==> src/rtl/gma_pkg.sv <==
`default_nettype none
// ----------------------------------------------------------------------------
// gma_pkg - shared types and constants for the grid mass assignment block
// Grid size, store geometry, register and action codes, queue entry layout.
// ----------------------------------------------------------------------------
package gma_pkg;

   // grid dimensions in cells
   localparam int GRID_X = 32;
   localparam int GRID_Y = 32;
   localparam int GRID_Z = 32;
   localparam int GRID_XY_MAX = (GRID_X > GRID_Y) ? GRID_X : GRID_Y;
   localparam int GRID_MAX = (GRID_XY_MAX > GRID_Z) ? GRID_XY_MAX : GRID_Z;
   // width of a wrapped cell index along one axis
   localparam int AXIS_W = $clog2(GRID_MAX);

   // weight store
   localparam int ADDR_W      = 15;
   localparam int STORE_DEPTH = 1 << ADDR_W;
   localparam int WEIGHT_W    = 40;
   localparam logic [WEIGHT_W-1:0] WEIGHT_MAX = '1;
   localparam logic [WEIGHT_W-1:0] FILL_ONE   = WEIGHT_W'(65536);

   // fixed point widths
   localparam int POS_W  = 32;
   localparam int G_W    = 48;          // pos * scale >> 16
   localparam int BASE_W = 33;          // integer cell part, CIC may carry
   localparam int WT_W   = 17;          // Q16 weight, up to 1.0
   localparam logic [WT_W-1:0] ONE_W = WT_W'(65536);

   // residue unit: one byte of the base per step
   localparam int MOD_STEPS = (BASE_W + 7) / 8;
   localparam int SH_W      = MOD_STEPS * 8;
   localparam int STEP_W    = $clog2(MOD_STEPS);

   // configuration port
   localparam int CSR_IDX_W  = 3;
   localparam int CSR_DATA_W = 32;
   localparam logic [CSR_IDX_W-1:0] REG_SCHEME   = 3'd0;
   localparam logic [CSR_IDX_W-1:0] REG_PERIODIC = 3'd1;
   localparam logic [CSR_IDX_W-1:0] REG_FLAT_2D  = 3'd2;
   localparam logic [CSR_IDX_W-1:0] REG_UNIFORM  = 3'd3;
   localparam logic [CSR_IDX_W-1:0] REG_SCALE_X  = 3'd4;
   localparam logic [CSR_IDX_W-1:0] REG_SCALE_Y  = 3'd5;
   localparam logic [CSR_IDX_W-1:0] REG_SCALE_Z  = 3'd6;

   // kernels
   localparam logic [1:0] SCH_NGP = 2'd0;
   localparam logic [1:0] SCH_CIC = 2'd1;
   localparam logic [1:0] SCH_TSC = 2'd2;
   localparam logic [1:0] SCH_BAD = 2'd3;

   // request actions
   localparam logic [1:0] ACT_CLEAR   = 2'd0;
   localparam logic [1:0] ACT_DEPOSIT = 2'd1;
   localparam logic [1:0] ACT_READ    = 2'd2;

   localparam int QUEUE_DEPTH = 2;

   // work handed from front to back
   typedef enum logic [1:0] {
      OP_CLEAR,
      OP_DEPOSIT,
      OP_READ,
      OP_NOP
   } op_type;

   // per-axis list of cells, in deposit order
   typedef struct packed {
      logic [1:0]                  cnt;
      logic [2:0]                  ok;
      logic [2:0][AXIS_W-1:0]      idx;
      logic [2:0][WT_W-1:0]        w;
   } axis_type;

   typedef struct packed {
      op_type                      op;
      logic [ADDR_W-1:0]           cell_index;
      logic                        fill_one;
      axis_type                    x;
      axis_type                    y;
      axis_type                    z;
   } entry_type;

   // kernel spread of one coordinate before wrapping
   typedef struct packed {
      logic [BASE_W-1:0]           base;
      logic [2:0][WT_W-1:0]        w;
   } spread_type;

   typedef struct packed {
      logic                        init_busy;
   } status_type;

   function automatic int grid_dim(input int axis);
      int n;
      case (axis)
         0:       n = GRID_X;
         1:       n = GRID_Y;
         default: n = GRID_Z;
      endcase
      return n;
   endfunction

endpackage
`default_nettype wire

==> src/rtl/gma_queue.sv <==
`default_nettype none
// ----------------------------------------------------------------------------
// gma_queue - short work queue between front and back
// Lets the front take the next beat while the back is still busy.
// ----------------------------------------------------------------------------
module gma_queue (
   input  wire logic                clock,
   input  wire logic                reset,
   input  wire logic                push,
   input  wire gma_pkg::entry_type  push_entry,
   output logic                     full,
   input  wire logic                pop,
   output gma_pkg::entry_type       head,
   output logic                     empty
);

   localparam int PTR_W = (gma_pkg::QUEUE_DEPTH > 1) ? $clog2(gma_pkg::QUEUE_DEPTH) : 1;
   localparam int CNT_W = $clog2(gma_pkg::QUEUE_DEPTH + 1);

   gma_pkg::entry_type  slot_ff [gma_pkg::QUEUE_DEPTH];
   logic [PTR_W-1:0]    wr_ptr_ff;
   logic [PTR_W-1:0]    rd_ptr_ff;
   logic [CNT_W-1:0]    count_ff;

   assign full  = (count_ff == CNT_W'(gma_pkg::QUEUE_DEPTH));
   assign empty = (count_ff == '0);
   assign head  = slot_ff[rd_ptr_ff];

   // storage
   always_ff @(posedge clock) begin
      if (push) begin
         slot_ff[wr_ptr_ff] <= push_entry;
      end
   end

   // pointers and fill level
   always_ff @(posedge clock) begin
      if (reset) begin
         wr_ptr_ff <= '0;
         rd_ptr_ff <= '0;
         count_ff  <= '0;
      end else begin
         if (push) begin
            wr_ptr_ff <= (wr_ptr_ff == PTR_W'(gma_pkg::QUEUE_DEPTH - 1)) ? '0 : wr_ptr_ff + 1'b1;
         end
         if (pop) begin
            rd_ptr_ff <= (rd_ptr_ff == PTR_W'(gma_pkg::QUEUE_DEPTH - 1)) ? '0 : rd_ptr_ff + 1'b1;
         end
         if (push && !pop) begin
            count_ff <= count_ff + 1'b1;
         end else if (pop && !push) begin
            count_ff <= count_ff - 1'b1;
         end
      end
   end

endmodule
`default_nettype wire

==> config.mk <==
export PLATFORM = sky130hd
export DESIGN_NAME = gma_queue
export DESIGN_NICKNAME = d
export VERILOG_FILES = /design/src/rtl/gma_pkg.sv /design/src/rtl/gma_queue.sv
export SDC_FILE = /design/constraint.sdc
export NUM_CORES = 1
export LEC_CHECK = 0
export ABC_AREA = 1
export BUFFER_PORTS_ARGS = -buffer_cell sky130_fd_sc_hd__buf_4
export CORE_MARGIN = 2
export CORE_UTILIZATION = 35
export CTS_CLUSTER_DIAMETER = 50
export DETAILED_ROUTE_END_ITERATION = 8
export PLACE_DENSITY_LB_ADDON = 0.15
export SYNTH_ARGS = -nofsm -noshare
export SYNTH_HDL_FRONTEND = slang
export SYNTH_SLANG_ARGS = --single-unit
==> constraint.sdc <==
create_clock -name clock -period 15.31 [get_ports clock]
set_clock_uncertainty 0.1 [all_clocks]
set_input_delay 2.2965 -clock clock [delete_from_list [all_inputs] [get_ports clock]]
set_output_delay 2.2965 -clock clock [all_outputs]
set_load 0.005 [all_outputs]
==> flow_results.org <==
** Run status
- Result of the run :: complete, no violations

** Power
- Across the VDD grid, the largest voltage drop is approximately 0.088 mV.
- In this run the power density over the cells is about 130 mW/mm².
- Share of total power in the clock network :: 0.407
- Internal power of the cells :: between 0.002 and 0.0025 W
- Lkg Pwr :: 9.201 nW
- Switching component of the power :: 0.0006572 W
- Fraction of power spent switching nets :: 0.2093
- The share of total power dissipated in sequential elements is 0.480.
- The share of total power dissipated in combinational logic is 0.112.

** Worst setup path
- Capturing element type of the critical path :: primary output
- The worst setup path is launched from a flop.
- STA puts the critical path data arrival time at about 3.8 ns.
- Largest driver fanout on the critical path :: 58
- Critical path start-end classification :: reg -> out
- Endpoint required time on the critical path :: between 10 and 15 ns

** Clocking
- In this run the post-CTS setup repair buffer count came out at 0.
- Root Buffer Master :: sky130_fd_sc_hd__clkbuf_16
- After clock tree synthesis, the clock-pin slew on the worst setup and hold paths is 0.06 ns.
- The clock passes through at most 3 buffers.
- CTS Hold Buffers Added :: 0
- The later pin in the worst-skew pair is clocked with a latency of 0.58 ns.
- The number of clock buffers added by TritonCTS is 53.
- Count of H-tree levels built during CTS :: 2
- The clock drives 467 sinks.
- CTS tree :: yes
- # resized after CTS :: 0

** Timing
- Final worst-path cycle share :: 0.4074
- The final-report max-slew violation count is 0.
- Setup violations remaining at the end of the flow were counted as 0.
- For this run, the top clock speed supported by timing is around 0.16 GHz.
- Unrepaired setup endpoints after global routing :: no
- The final-report hold violation count was 0.
- The routed design could run at a clock period as short as ~6.2 ns.
- Minimum setup slack in the final design :: roughly 9 ns
- Worst slew pin tran :: roughly 1.1 ns
- After routing, the total negative slack on setup checks comes to 0 ns.
- Worst slew slack as a fraction of its limit :: 0.2893

** Die
- Die Y :: between 200 and 250 µm
- The die covers 0.05247 mm².
- Count of standard-cell rows :: 82
- I/O pin cnt :: 468
- Placeable core region :: 0.05007 mm²
- Die Wd :: roughly 230 µm
- Effective utilization at floorplan :: 0.3541

** Synth
- The Yosys step of the flow raised 0 warnings.
- Synthesized area divided by synthesized cell count :: 23.57 µm²
- In this run the cell area of the synthesized design comes to between 0.015 and 0.02 mm².
- Cell variety after synth :: 18
- Post-synth net total :: a little under 1000
- Sequential cell area fraction in the yosys report :: 0.7882
- Synthesis-stage register bit count :: between 400 and 500
- Synthesized instance count :: about 750

** Drt
- The count of nets left with antenna violations once routing finished came out at 0.
- Detailed-routed wire length on met2 :: 20.12 mm
- Routed via count divided by cell count :: 4.440
- Dividing the detail-routed wire length by the instance count gives ~21 µm.
- Length of routed wiring on met1 :: ~16 mm
- After detailed routing, the number of remaining DRC violations is 0.
- The routed layout has slightly below 9000 vias.
- Routed wl met3 :: ~4.0 mm
- Starting DRC count in detailed routing :: around 390
- The highest metal layer carrying signal wires in the routed design is met5.
- Total wire length :: a little over 40 mm
- The first detailed-routing pass took 4 iterations.

** Worst hold path
- In this run the worst hold path is classified as reg -> reg.

** Final layout
- The area growth from synthesis to layout is 33.42%.
- Fraction of layout cells with a size suffix above 1 :: 0.6071
- The number of antenna diodes in the final layout is 0.
- Final-stage net count :: 1491

** Global route
- After global routing the overflow that remains totals 0.
- The first global-routing pass estimated 58.79 mm of wire.
- For this run, the total global-route usage over all layers was measured as 0.1508.
- The initial antenna violation count came to 5.
- Entering global routing, the biggest net connects approximately 160 pins.
- The number of global-route vias before repair was between 9000 and 10000.

** Run
- Number of maximum-capacitance constraint violations :: 0

** Place
- Sum of net half-perimeters after detailed placement :: 28.14 mm
- Port-buffer cells :: 467
- Worst slack, placed :: between 9 and 10 ns
- Global placer's final weighted congestion :: a little under 0.8
-- cell families after synthesis --
family / count (synthesis) / share of synthesized area
simple gates: 15 / 0.003458
mux: 231 / 0.1870
xor+xnor: 1 / 0.0004941
buf+inv: 35 / 0.01962
compound gates: 2 / 0.0005641
flops: 467 / 0.7882
fa+ha+maj: 1 / 0.0007057
-- registers in the layout (all words and copies together) (netlist names), named ones only --
signal / flops
slot_ff: 462
rd_ptr_ff: 1
wr_ptr_ff: 1
count_ff: 2
-- final timing paths --
| check | start | endpoint | slack [ns] | cells past startpoint |
|---|---|---|---|---|
| setup / recovery | flop | head[40] | 9.07 | 4 |
| hold / removal | rd_ptr_ff$_SDFFE_PP0P_ | flop | 0.41 | 2 |
| setup reg to reg | wr_ptr_ff$_SDFFE_PP0P_ | slot_ff[0][161]$_DFFE_PP_ | 12.50 | 3 |
| hold reg to reg | rd_ptr_ff$_SDFFE_PP0P_ | flop | 0.41 | 2 |
-- cell type report --
cell class / instances / area [µm²]
Timing Repair Buffer: 474 / 3583
Tap cell: 672 / 840.8
Fill cell: 4350 / 26420
Inverter: 9 / 41.29
Multi-Input combinational cell: 250 / 3415
Clock buffer: 68 / 1455
Clock inverter: 30 / 340.3
Sequential cell: 467 / 13980
-- synth_stat cells --
cell type	instances	share of area
sky130_fd_sc_hd__mux2_4	190	0.16
sky130_fd_sc_hd__o21ai_0	1	0.00028
sky130_fd_sc_hd__buf_2	4	0.0011
sky130_fd_sc_hd__buf_12	1	0.0011
sky130_fd_sc_hd__a21oi_1	1	0.00028
sky130_fd_sc_hd__buf_8	10	0.0085
sky130_fd_sc_hd__dfxtp_1	5	0.0056
sky130_fd_sc_hd__nor3_1	1	0.00028
sky130_fd_sc_hd__inv_1	9	0.0019
sky130_fd_sc_hd__mux2_2	41	0.026
sky130_fd_sc_hd__xnor2_1	1	0.00049
sky130_fd_sc_hd__nor2_1	7	0.0015
sky130_fd_sc_hd__ha_1	1	0.00071
sky130_fd_sc_hd__buf_6	11	0.0070
sky130_fd_sc_hd__nand3_1	1	0.00028
sky130_fd_sc_hd__edfxtp_1	462	0.78
sky130_fd_sc_hd__nand2_1	5	0.0011
sky130_fd_sc_hd__nand4_1	1	0.00035
-- power groups by stage --
stage                     clock network (W)  registers [W]  logic (W)
after detailed placement                  0        0.00154   0.000359
after global placement                    0        0.00154   0.000356
after CTS                           0.00132        0.00151   0.000360
after floorplan                           0        0.00154   0.000183
final                               0.00128        0.00151   0.000352
after global routing                0.00137        0.00151   0.000377
-- worst max-delay path: stages (launching register included) --
cell	delay [ns]
sky130_fd_sc_hd__dfxtp_4	0.98
sky130_fd_sc_hd__buf_4	0.81
sky130_fd_sc_hd__buf_4	0.85
sky130_fd_sc_hd__mux2_4	0.36
sky130_fd_sc_hd__buf_4	0.14
-- stage by stage --
stage | cells | total power (W) | utilization | hold slack (ns) | instance area [µm²]
after floorplan | 752 | 0.001723 | - | 0.3799 | 17730
after global placement | 1872 | 0.001891 | 0.4366 | 0.3961 | 21860
after detailed placement | 1872 | 0.001896 | 0.4366 | 0.3999 | 21860
after CTS | 1970 | 0.003189 | 0.4724 | 0.4183 | 23650
after global routing | 1970 | 0.003260 | 0.4724 | 0.4594 | 23650
final | 1970 | 0.003141 | 0.4724 | 0.4130 | 23650
-- placed cells by master (no fill, tap or decap), types with 2 or more instances in the layout --
cell type,instances
sky130_fd_sc_hd__clkinv_2,8
sky130_fd_sc_hd__clkinvlp_4,3
sky130_fd_sc_hd__inv_1,8
sky130_fd_sc_hd__mux2_2,41
sky130_fd_sc_hd__bufinv_16,7
sky130_fd_sc_hd__dfxtp_1,4
sky130_fd_sc_hd__inv_8,2
sky130_fd_sc_hd__inv_6,2
sky130_fd_sc_hd__clkinv_1,8
sky130_fd_sc_hd__nand2_1,5
sky130_fd_sc_hd__edfxtp_1,462
sky130_fd_sc_hd__clkbuf_16,55
sky130_fd_sc_hd__buf_4,472
sky130_fd_sc_hd__nor2_1,6
sky130_fd_sc_hd__clkbuf_1,10
sky130_fd_sc_hd__buf_12,2
sky130_fd_sc_hd__mux2_4,190
sky130_fd_sc_hd__clkbuf_8,3
-- per-layer routing --
| layer | vias up | GRT usage |
|---|---|---|
| met5 | - | 0 |
| li1 | 3995 | - |
| met3 | 63 | 0.06773 |
| met2 | 303 | 0.2477 |
| met1 | 4375 | 0.1780 |
| met4 | 10 | 0.04444 |
Note: power is estimated with default switching activity, not from simulation.
